===== src/design/dltq_pkg.sv =====
package dltq_pkg;

    localparam int CAPACITY     = 16;
    localparam int PAYLOAD_BITS = 32;
    localparam int DELAY_BITS   = 16;
    localparam int IDX_BITS     = $clog2(CAPACITY);
    localparam int COUNT_BITS   = $clog2(CAPACITY + 1);
    localparam int CMD_BITS     = 2;
    localparam int STATUS_BITS  = 2;

    typedef enum logic [CMD_BITS-1:0] {
        CMD_INSERT = 2'd0,
        CMD_TICK   = 2'd1,
        CMD_REMOVE = 2'd2,
        CMD_QUERY  = 2'd3
    } dltq_cmd_t;

    typedef enum logic [STATUS_BITS-1:0] {
        STAT_OK    = 2'd0,
        STAT_FULL  = 2'd1,
        STAT_EMPTY = 2'd2
    } dltq_status_t;

    typedef struct packed {
        logic load;
        logic walk_step;
        logic apply;
        logic report;
    } dltq_ctrl_t;

    typedef struct packed {
        logic start_walk;
        logic walk_done;
        logic out_free;
    } dltq_stat_t;

endpackage


===== src/design/delta_list_timer_queue_top.sv =====
// Bounded delta-list timer queue of CAPACITY entries, one request at a time. Each request
// gives exactly one result. Tick, remove, query and a refused insert pass from acceptance
// through the apply and report states to the result register; an accepted insert first
// walks the list, comparing one stored delta per cycle, and the report state waits for
// a free result register. A new request is taken as soon as the previous one has been
// written to the result register, even if that result still waits on m_ready.
module delta_list_timer_queue_top
    import dltq_pkg::*;
(
    input  logic                    aclk,
    input  logic                    aresetn,
    input  logic                    s_valid,
    output logic                    s_ready,
    input  logic [CMD_BITS-1:0]     s_cmd,
    input  logic [PAYLOAD_BITS-1:0] s_payload,
    input  logic [DELAY_BITS-1:0]   s_delay,
    input  logic [DELAY_BITS-1:0]   s_tick_amount,
    output logic                    m_valid,
    input  logic                    m_ready,
    output logic [STATUS_BITS-1:0]  m_status,
    output logic [PAYLOAD_BITS-1:0] m_removed_payload,
    output logic [PAYLOAD_BITS-1:0] m_head_payload,
    output logic [DELAY_BITS-1:0]   m_head_delay,
    output logic                    m_queue_empty,
    output logic [COUNT_BITS-1:0]   m_entry_count
);

    dltq_ctrl_t ctrl;
    dltq_stat_t stat;

    dltq_controller u_controller (
        .aclk    (aclk),
        .aresetn (aresetn),
        .s_valid (s_valid),
        .s_ready (s_ready),
        .stat    (stat),
        .ctrl    (ctrl)
    );

    dltq_datapath u_datapath (
        .aclk              (aclk),
        .aresetn           (aresetn),
        .ctrl              (ctrl),
        .stat              (stat),
        .s_cmd             (s_cmd),
        .s_payload         (s_payload),
        .s_delay           (s_delay),
        .s_tick_amount     (s_tick_amount),
        .m_valid           (m_valid),
        .m_ready           (m_ready),
        .m_status          (m_status),
        .m_removed_payload (m_removed_payload),
        .m_head_payload    (m_head_payload),
        .m_head_delay      (m_head_delay),
        .m_queue_empty     (m_queue_empty),
        .m_entry_count     (m_entry_count)
    );

    assert property (@(posedge aclk) disable iff (!aresetn)
        (s_valid && s_ready) |=> !s_ready)
        else $error("request accepted while the previous one is still in progress");

    assert property (@(posedge aclk) disable iff (!aresetn)
        m_valid |-> (m_queue_empty == (m_entry_count == '0))
                    && (m_entry_count <= COUNT_BITS'(CAPACITY)))
        else $error("entry count and empty flag disagree");

    assert property (@(posedge aclk) disable iff (!aresetn)
        (m_valid && m_status == STAT_FULL) |-> (m_entry_count == COUNT_BITS'(CAPACITY)))
        else $error("insert refused while the queue had room");

    assert property (@(posedge aclk) disable iff (!aresetn)
        (m_valid && m_queue_empty) |-> (m_head_payload == '0 && m_head_delay == '0))
        else $error("empty queue reports a nonzero head");

endmodule


===== src/design/dltq_controller.sv =====
module dltq_controller
    import dltq_pkg::*;
(
    input  logic       aclk,
    input  logic       aresetn,
    input  logic       s_valid,
    output logic       s_ready,
    input  dltq_stat_t stat,
    output dltq_ctrl_t ctrl
);

    typedef enum logic [3:0] {
        ST_IDLE   = 4'b0001,
        ST_WALK   = 4'b0010,
        ST_APPLY  = 4'b0100,
        ST_REPORT = 4'b1000
    } dltq_state_t;

    dltq_state_t state_reg;
    dltq_state_t state_next;

    assign s_ready = (state_reg == ST_IDLE);

    always_comb begin
        state_next     = state_reg;
        ctrl           = '0;
        unique case (state_reg)
            ST_IDLE: begin
                if (s_valid) begin
                    ctrl.load  = 1'b1;
                    state_next = stat.start_walk ? ST_WALK : ST_APPLY;
                end
            end
            ST_WALK: begin
                if (stat.walk_done) begin
                    state_next = ST_APPLY;
                end else begin
                    ctrl.walk_step = 1'b1;
                end
            end
            ST_APPLY: begin
                ctrl.apply = 1'b1;
                state_next = ST_REPORT;
            end
            ST_REPORT: begin
                if (stat.out_free) begin
                    ctrl.report = 1'b1;
                    state_next  = ST_IDLE;
                end
            end
            default: begin
                state_next = ST_IDLE;
            end
        endcase
    end

    always_ff @(posedge aclk) begin
        if (!aresetn) begin
            state_reg <= ST_IDLE;
        end else begin
            state_reg <= state_next;
        end
    end

endmodule


===== src/design/dltq_datapath.sv =====
module dltq_datapath
    import dltq_pkg::*;
(
    input  logic                    aclk,
    input  logic                    aresetn,
    input  dltq_ctrl_t              ctrl,
    output dltq_stat_t              stat,
    input  logic [CMD_BITS-1:0]     s_cmd,
    input  logic [PAYLOAD_BITS-1:0] s_payload,
    input  logic [DELAY_BITS-1:0]   s_delay,
    input  logic [DELAY_BITS-1:0]   s_tick_amount,
    output logic                    m_valid,
    input  logic                    m_ready,
    output logic [STATUS_BITS-1:0]  m_status,
    output logic [PAYLOAD_BITS-1:0] m_removed_payload,
    output logic [PAYLOAD_BITS-1:0] m_head_payload,
    output logic [DELAY_BITS-1:0]   m_head_delay,
    output logic                    m_queue_empty,
    output logic [COUNT_BITS-1:0]   m_entry_count
);

    logic [PAYLOAD_BITS-1:0] pay_reg [CAPACITY];
    logic [DELAY_BITS-1:0]   dly_reg [CAPACITY];

    dltq_cmd_t               cmd_reg;
    logic [PAYLOAD_BITS-1:0] payload_reg;
    logic [DELAY_BITS-1:0]   rem_reg;
    logic [DELAY_BITS-1:0]   amt_reg;
    logic [COUNT_BITS-1:0]   pos_reg;
    logic [COUNT_BITS-1:0]   occ_reg;
    logic [COUNT_BITS-1:0]   occ_next;
    dltq_status_t            status_reg;
    dltq_status_t            status_next;
    logic [PAYLOAD_BITS-1:0] removed_reg;
    logic [PAYLOAD_BITS-1:0] removed_next;

    logic                    m_valid_reg;
    dltq_status_t            m_status_reg;
    logic [PAYLOAD_BITS-1:0] m_removed_reg;
    logic [PAYLOAD_BITS-1:0] m_head_payload_reg;
    logic [DELAY_BITS-1:0]   m_head_delay_reg;
    logic                    m_empty_reg;
    logic [COUNT_BITS-1:0]   m_count_reg;

    logic [DELAY_BITS-1:0]   cur_delta;
    logic                    is_full;
    logic                    is_empty;

    assign is_full   = (occ_reg >= COUNT_BITS'(CAPACITY));
    assign is_empty  = (occ_reg == '0);
    assign cur_delta = dly_reg[pos_reg[IDX_BITS-1:0]];

    assign stat.start_walk = (s_cmd == CMD_INSERT) && !is_full;
    assign stat.walk_done  = !((pos_reg < occ_reg) && (cur_delta <= rem_reg));
    assign stat.out_free   = !m_valid_reg || m_ready;

    always_comb begin
        status_next  = STAT_OK;
        removed_next = '0;
        occ_next     = occ_reg;
        case (cmd_reg)
            CMD_INSERT: begin
                if (is_full) begin
                    status_next = STAT_FULL;
                end else begin
                    occ_next = occ_reg + COUNT_BITS'(1);
                end
            end
            CMD_TICK: begin
                if (is_empty) begin
                    status_next = STAT_EMPTY;
                end
            end
            CMD_REMOVE: begin
                if (is_empty) begin
                    status_next = STAT_EMPTY;
                end else begin
                    removed_next = pay_reg[0];
                    occ_next     = occ_reg - COUNT_BITS'(1);
                end
            end
            default: begin
                status_next = STAT_OK;
            end
        endcase
    end

    always_ff @(posedge aclk) begin
        if (ctrl.load) begin
            cmd_reg     <= dltq_cmd_t'(s_cmd);
            payload_reg <= s_payload;
            rem_reg     <= s_delay;
            amt_reg     <= s_tick_amount;
        end else if (ctrl.walk_step) begin
            rem_reg <= rem_reg - cur_delta;
        end
        if (ctrl.apply) begin
            status_reg  <= status_next;
            removed_reg <= removed_next;
        end
    end

    always_ff @(posedge aclk) begin
        if (!aresetn) begin
            pos_reg <= '0;
            occ_reg <= '0;
        end else begin
            if (ctrl.load) begin
                pos_reg <= '0;
            end else if (ctrl.walk_step) begin
                pos_reg <= pos_reg + COUNT_BITS'(1);
            end
            if (ctrl.apply) begin
                occ_reg <= occ_next;
            end
        end
    end

    // Entries shift one place toward the tail on insert and toward the head on remove.
    always_ff @(posedge aclk) begin
        if (ctrl.apply) begin
            case (cmd_reg)
                CMD_INSERT: begin
                    if (!is_full) begin
                        if (pos_reg == '0) begin
                            pay_reg[0] <= payload_reg;
                            dly_reg[0] <= rem_reg;
                        end
                        for (int k = 1; k < CAPACITY; k++) begin
                            if (COUNT_BITS'(k) == pos_reg) begin
                                pay_reg[k] <= payload_reg;
                                dly_reg[k] <= rem_reg;
                            end else if (COUNT_BITS'(k) > pos_reg
                                         && COUNT_BITS'(k) <= occ_reg) begin
                                pay_reg[k] <= pay_reg[k-1];
                                if (COUNT_BITS'(k) == pos_reg + COUNT_BITS'(1)) begin
                                    dly_reg[k] <= dly_reg[k-1] - rem_reg;
                                end else begin
                                    dly_reg[k] <= dly_reg[k-1];
                                end
                            end
                        end
                    end
                end
                CMD_TICK: begin
                    if (!is_empty) begin
                        dly_reg[0] <= (dly_reg[0] > amt_reg) ? dly_reg[0] - amt_reg : '0;
                    end
                end
                CMD_REMOVE: begin
                    if (!is_empty) begin
                        for (int k = 0; k < CAPACITY - 1; k++) begin
                            pay_reg[k] <= pay_reg[k+1];
                            dly_reg[k] <= dly_reg[k+1];
                        end
                    end
                end
                default: begin
                end
            endcase
        end
    end

    always_ff @(posedge aclk) begin
        if (!aresetn) begin
            m_valid_reg <= 1'b0;
        end else if (ctrl.report) begin
            m_valid_reg <= 1'b1;
        end else if (m_ready) begin
            m_valid_reg <= 1'b0;
        end
    end

    always_ff @(posedge aclk) begin
        if (ctrl.report) begin
            m_status_reg       <= status_reg;
            m_removed_reg      <= removed_reg;
            m_head_payload_reg <= is_empty ? '0 : pay_reg[0];
            m_head_delay_reg   <= is_empty ? '0 : dly_reg[0];
            m_empty_reg        <= is_empty;
            m_count_reg        <= occ_reg;
        end
    end

    assign m_valid           = m_valid_reg;
    assign m_status          = m_status_reg;
    assign m_removed_payload = m_removed_reg;
    assign m_head_payload    = m_head_payload_reg;
    assign m_head_delay      = m_head_delay_reg;
    assign m_queue_empty     = m_empty_reg;
    assign m_entry_count     = m_count_reg;

endmodule

===== config.mk =====
export PLATFORM = sky130hd
export DESIGN_NAME = delta_list_timer_queue_top
export DESIGN_NICKNAME = d
export VERILOG_FILES = /design/src/design/dltq_pkg.sv /design/src/design/delta_list_timer_queue_top.sv /design/src/design/dltq_controller.sv /design/src/design/dltq_datapath.sv
export SDC_FILE = /design/constraint.sdc
export NUM_CORES = 2
export LEC_CHECK = 0
export BUFFER_PORTS_ARGS = -buffer_cell sky130_fd_sc_hd__buf_2
export CAP_MARGIN = 20
export CELL_PAD_IN_SITES_DETAIL_PLACEMENT = 1
export CELL_PAD_IN_SITES_GLOBAL_PLACEMENT = 1
export CORE_ASPECT_RATIO = 0.9
export CORE_MARGIN = 2
export CORE_UTILIZATION = 54
export CTS_CLUSTER_DIAMETER = 120
export CTS_CLUSTER_SIZE = 28
export DETAILED_ROUTE_END_ITERATION = 16
export PLACE_DENSITY_LB_ADDON = 0.15
export SETUP_SLACK_MARGIN = 0.02
export SLEW_MARGIN = 20
export SYNTH_ARGS = -nofsm -noshare
export SYNTH_HDL_FRONTEND = slang
export SYNTH_SLANG_ARGS = --single-unit
export TNS_END_PERCENT = 20

===== constraint.sdc =====
create_clock -name aclk -period 12.55 [get_ports aclk]
set_input_delay 3.765 -clock aclk [delete_from_list [all_inputs] [get_ports aclk]]
set_output_delay 3.765 -clock aclk [all_outputs]
set_load 0.02 [all_outputs]

==> impl.org <==
** Pwr
- VDD sags by at most ~0.081 mV.
- Lkg Pwr :: 23.13 nW
- Dividing total power by cell area gives a power density of between 100 and 150 nW/um^2.

** Cells and area
- In the layout the commonest cells are sky130_fd_sc_hd__nand2_1, sky130_fd_sc_hd__edfxtp_1, sky130_fd_sc_hd__nor2_1.
- Once layout is complete, the utilization of the core stands at between 50% and 60%.
- Max reg flops :: a little over 500
- Leaving out fill and tap cells, the most frequent cell in the layout is sky130_fd_sc_hd__nand2_1.
- The post-route netlist has under 10% of its cells at a drive strength greater than 1.
- Cell Count, Final, Fillers Out :: around 7800
- 0 antenna diodes ended up in the layout.
- Synthesis-to-finish area growth :: 5.512%
- Final standard cell area without fillers :: 64240 um^2
- Number of nets at the end of the flow :: 6625

** Worst setup path
- Worst setup SP type :: register
- In this run the critical register-to-register path is captured at u_datapath.rem_reg[3].
- Kind of capture point of the worst setup path :: register
- The setup path with the least slack is of type register to register.
- The number of cells on the worst reg-to-reg path is 13.
- For the worst setup path, the data required time is between 10000 and 15000 ps.
- Setup slack on the worst reg-to-reg path comes out at between 6000 and 7000 ps.
- Of all nets on the critical path, the largest fanout is 39.
- For the worst setup path, the data arrival time is ~6000 ps.

** Clock tree
- The clock passes through at most 3 buffers.
- The clock net in this run drives a total of a little under 1000 sinks.
- Post_cts resized :: 0
- The later pin in the worst-skew pair is clocked with a latency of around 700 ps.
- Clock tree synthesis inserted a total of 43 buffers.
- CTS tree :: yes
- Number of buffers added for setup after CTS :: 0
- H-tree levels :: 2
- Root cell of the clock tree :: sky130_fd_sc_hd__clkbuf_16
- Register clock-pin slew on the reported worst setup and hold paths :: about 120 ps
- After clock tree synthesis, the flow added hold-fix buffers numbering 0.

** Die
- Row generation in the floorplan step produced ~120 rows.
- The die is 322.5 um tall.
- Once the floorplan was initialized, standard cells occupied 54.62% of the core.
- Die width :: 357.9 um
- Die Footprint :: 115400 um^2
- In this run the standard cell core region covers around 110000 um^2.
- I/O pin count :: 160

** Yosys
- When the netlist entered floorplanning its net count stood at between 6000 and 7000.
- Netlist cell types :: between 80 and 90
- Synthesized netlist cell count :: between 6000 and 7000
- The Yosys step of the flow raised 0 warnings.
- The synthesized design contains ~960 enable-type register cells.
- Proportion of register bits with asynchronous set or reset after synthesis :: 0%
- Synthesis-stage register bit count :: 975
- In the post-synthesis netlist, the biggest area contributors are sky130_fd_sc_hd__edfxtp_1, sky130_fd_sc_hd__nand2_1, sky130_fd_sc_hd__ha_1.
- The cell area that synthesis handed to floorplanning was 60880 um^2.
- Average size of a mapped cell :: approximately 9.5 um^2
- Post-synth top area share :: a little under half
- After synthesis, flip-flops and latches occupy between 40% and 50% of the total area.
- Most instantiated flip-flop cell in the synthesis netlist :: sky130_fd_sc_hd__edfxtp_1
- sky130_fd_sc_hd__edfxtp_1 takes more of the synthesized area than any other cell.

** Timing
- Setup_tns :: 0 ps
- Based on the critical path, the design can be clocked at up to roughly 170 MHz.
- In this run the tightest slew margin relative to its limit is about a fifth.
- Clk_skew :: roughly 41 ps
- Clock period minus worst slack :: 5912 ps
- Unrepaired setup endpoints after global routing :: false
- At the pin with the least slew margin, the transition time is approximately 1200 ps.
- Fin. Hold Viols :: 0
- Setup violations remaining at the end of the flow were counted as 0.
- The worst path uses approximately 47% of the clock period.
- Max-slew violation count :: 0

** Detailed routing
- Detailed routing inserted a total of 51780 vias.
- Dividing the detail-routed wire length by the instance count gives 25.83 um.
- The final layout contains routed wiring with a total length of roughly 200000 um.
- The detail route stage leaves a number of antenna-violating nets equal to 0.
- For this block, the initial DRC count from the detailed router was 6288.
- The first detailed-routing pass ran for 6 iterations.
- Remaining routing DRC violations :: 0
- Using the TritonRoute via totals, the vias-per-cell ratio works out to around 6.7.

** Place
- Half-perimeter wire length of the detailed placement result :: 149300 um
- Placer Congestion :: ~1.0
- The number of placed instances, taps included, is ~7700.
- Summing all placed instances gives a cell area of between 60000 and 70000 um^2.
- Input and output buffers added on the ports amount to 159.

** Worst hold path
- Worst Hold Launch :: u_datapath.removed_reg[8]
- For hold timing, the worst endpoint is u_datapath.m_removed_payload[8].
- Kind of path behind the tightest hold check :: register to register
- Number of cells traversed by the worst hold path :: 0

** Global route
- Global-route wire length before repair :: around 310000 um
- Entering global routing, the biggest net connects ~200 pins.
- The number of global-route vias before repair is a little over 50000.
- For this run, the total global-route usage over all layers was measured as 34.14%.
- Antenna violations before repair :: 1
- GRT Residual Overflow :: 0

** Flow run
- Max-cap violations in this run came to 0.

** Outcome
- Run status :: completed
-- final cells by class --
class	count	area [um^2]
multi-input combinational	4844	29750
sequential	975	29100
timing repair buffer	274	1744
inverter	125	470.5
clock inverter	12	165.2
fill	12560	47230
tap	1475	1846
clock buffer	66	1162
-- worst max path at each step --
stage / cells after the start / from / endpoint
after floorplan: 2 / m_ready / u_datapath.m_entry_count[0]
after global placement: 6 / s_valid / u_datapath.rem_reg[5]
after detailed placement: 6 / s_valid / u_datapath.rem_reg[13]
after CTS: 13 / register / u_datapath.rem_reg[3]
after global routing: 13 / register / u_datapath.rem_reg[6]
final: 13 / register / u_datapath.rem_reg[3]
-- routing by layer --
| layer | vias to the layer above | share of wire (%) | global-route usage (%) |
|---|---|---|---|
| met2 | 2524 | 42 | 48.99 |
| met5 | - | 0.0055 | 0 |
| met1 | 25780 | 45 | 52.44 |
| met4 | 2 | 1.7 | 6.760 |
| met3 | 198 | 12 | 8.091 |
| li1 | 23280 | - | - |
-- critical path, cell delays in order, from the launching register on --
cell and delay, ps:
sky130_fd_sc_hd__dfxtp_4 870, sky130_fd_sc_hd__buf_4 590, sky130_fd_sc_hd__mux4_2 660, sky130_fd_sc_hd__mux4_2 490, sky130_fd_sc_hd__inv_1 70, sky130_fd_sc_hd__ha_1 270, sky130_fd_sc_hd__nor2b_1 150, sky130_fd_sc_hd__o21ai_0 300
sky130_fd_sc_hd__a21oi_1 160, sky130_fd_sc_hd__o41ai_1 480, sky130_fd_sc_hd__a31oi_1 240, sky130_fd_sc_hd__o311ai_0 390, sky130_fd_sc_hd__buf_4 230, sky130_fd_sc_hd__nand2_1 480
-- logic make-up (layout without fill, tap and decap cells) --
family	after synthesis	after routing	synth area share [%]
AND/OR/NAND/NOR	2467	2467	17.25
AO/OA/AOI/OAI	1763	1763	18.49
buffers and inverters	579	477	3.693
multiplexers	141	141	3.969
flip-flops	975	975	47.78
XOR/XNOR	181	181	2.604
adder cells (fa/ha/maj)	292	292	6.211
-- power breakdown --
part	internal (mW)	switching, mW	leakage (nW)
combinational	0.860	1.37	13.9
clock	0.693	1.12	0.635
sequential	3.70	0.0907	8.56
total	5.26	2.58	23.1
-- cells in the mapped netlist (29+ instances only) --
| library cell | count |
|---|---|
| sky130_fd_sc_hd__a211oi_1 | 72 |
| sky130_fd_sc_hd__a21o_1 | 61 |
| sky130_fd_sc_hd__a21oi_1 | 307 |
| sky130_fd_sc_hd__a221oi_1 | 131 |
| sky130_fd_sc_hd__a22oi_1 | 73 |
| sky130_fd_sc_hd__a31oi_1 | 274 |
| sky130_fd_sc_hd__and2_1 | 66 |
| sky130_fd_sc_hd__and3_1 | 60 |
| sky130_fd_sc_hd__buf_1 | 45 |
| sky130_fd_sc_hd__buf_2 | 51 |
| sky130_fd_sc_hd__clkbuf_1 | 356 |
| sky130_fd_sc_hd__edfxtp_1 | 956 |
| sky130_fd_sc_hd__ha_1 | 275 |
| sky130_fd_sc_hd__inv_1 | 123 |
| sky130_fd_sc_hd__mux2i_1 | 58 |
| sky130_fd_sc_hd__mux4_2 | 80 |
| sky130_fd_sc_hd__nand2_1 | 1188 |
| sky130_fd_sc_hd__nand2b_1 | 45 |
| sky130_fd_sc_hd__nand3_1 | 79 |
| sky130_fd_sc_hd__nor2_1 | 755 |
| sky130_fd_sc_hd__nor2b_1 | 55 |
| sky130_fd_sc_hd__nor3_1 | 87 |
| sky130_fd_sc_hd__o211ai_1 | 97 |
| sky130_fd_sc_hd__o21a_1 | 56 |
| sky130_fd_sc_hd__o21ai_0 | 479 |
| sky130_fd_sc_hd__o22ai_1 | 29 |
| sky130_fd_sc_hd__or3_1 | 47 |
| sky130_fd_sc_hd__xnor2_1 | 92 |
| sky130_fd_sc_hd__xor2_1 | 89 |
-- metrics by stage --
step,hold WS [ps],total power [mW],setup WS (ps)
after floorplan,400.3,5.390,4258
after global placement,400.1,5.884,6335
after detailed placement,405.2,6.017,6195
after CTS,428.9,7.789,6648
after global routing,440.1,8.157,6304
final,427.7,7.835,6638
Note: power is estimated with default switching activity, not from simulation.
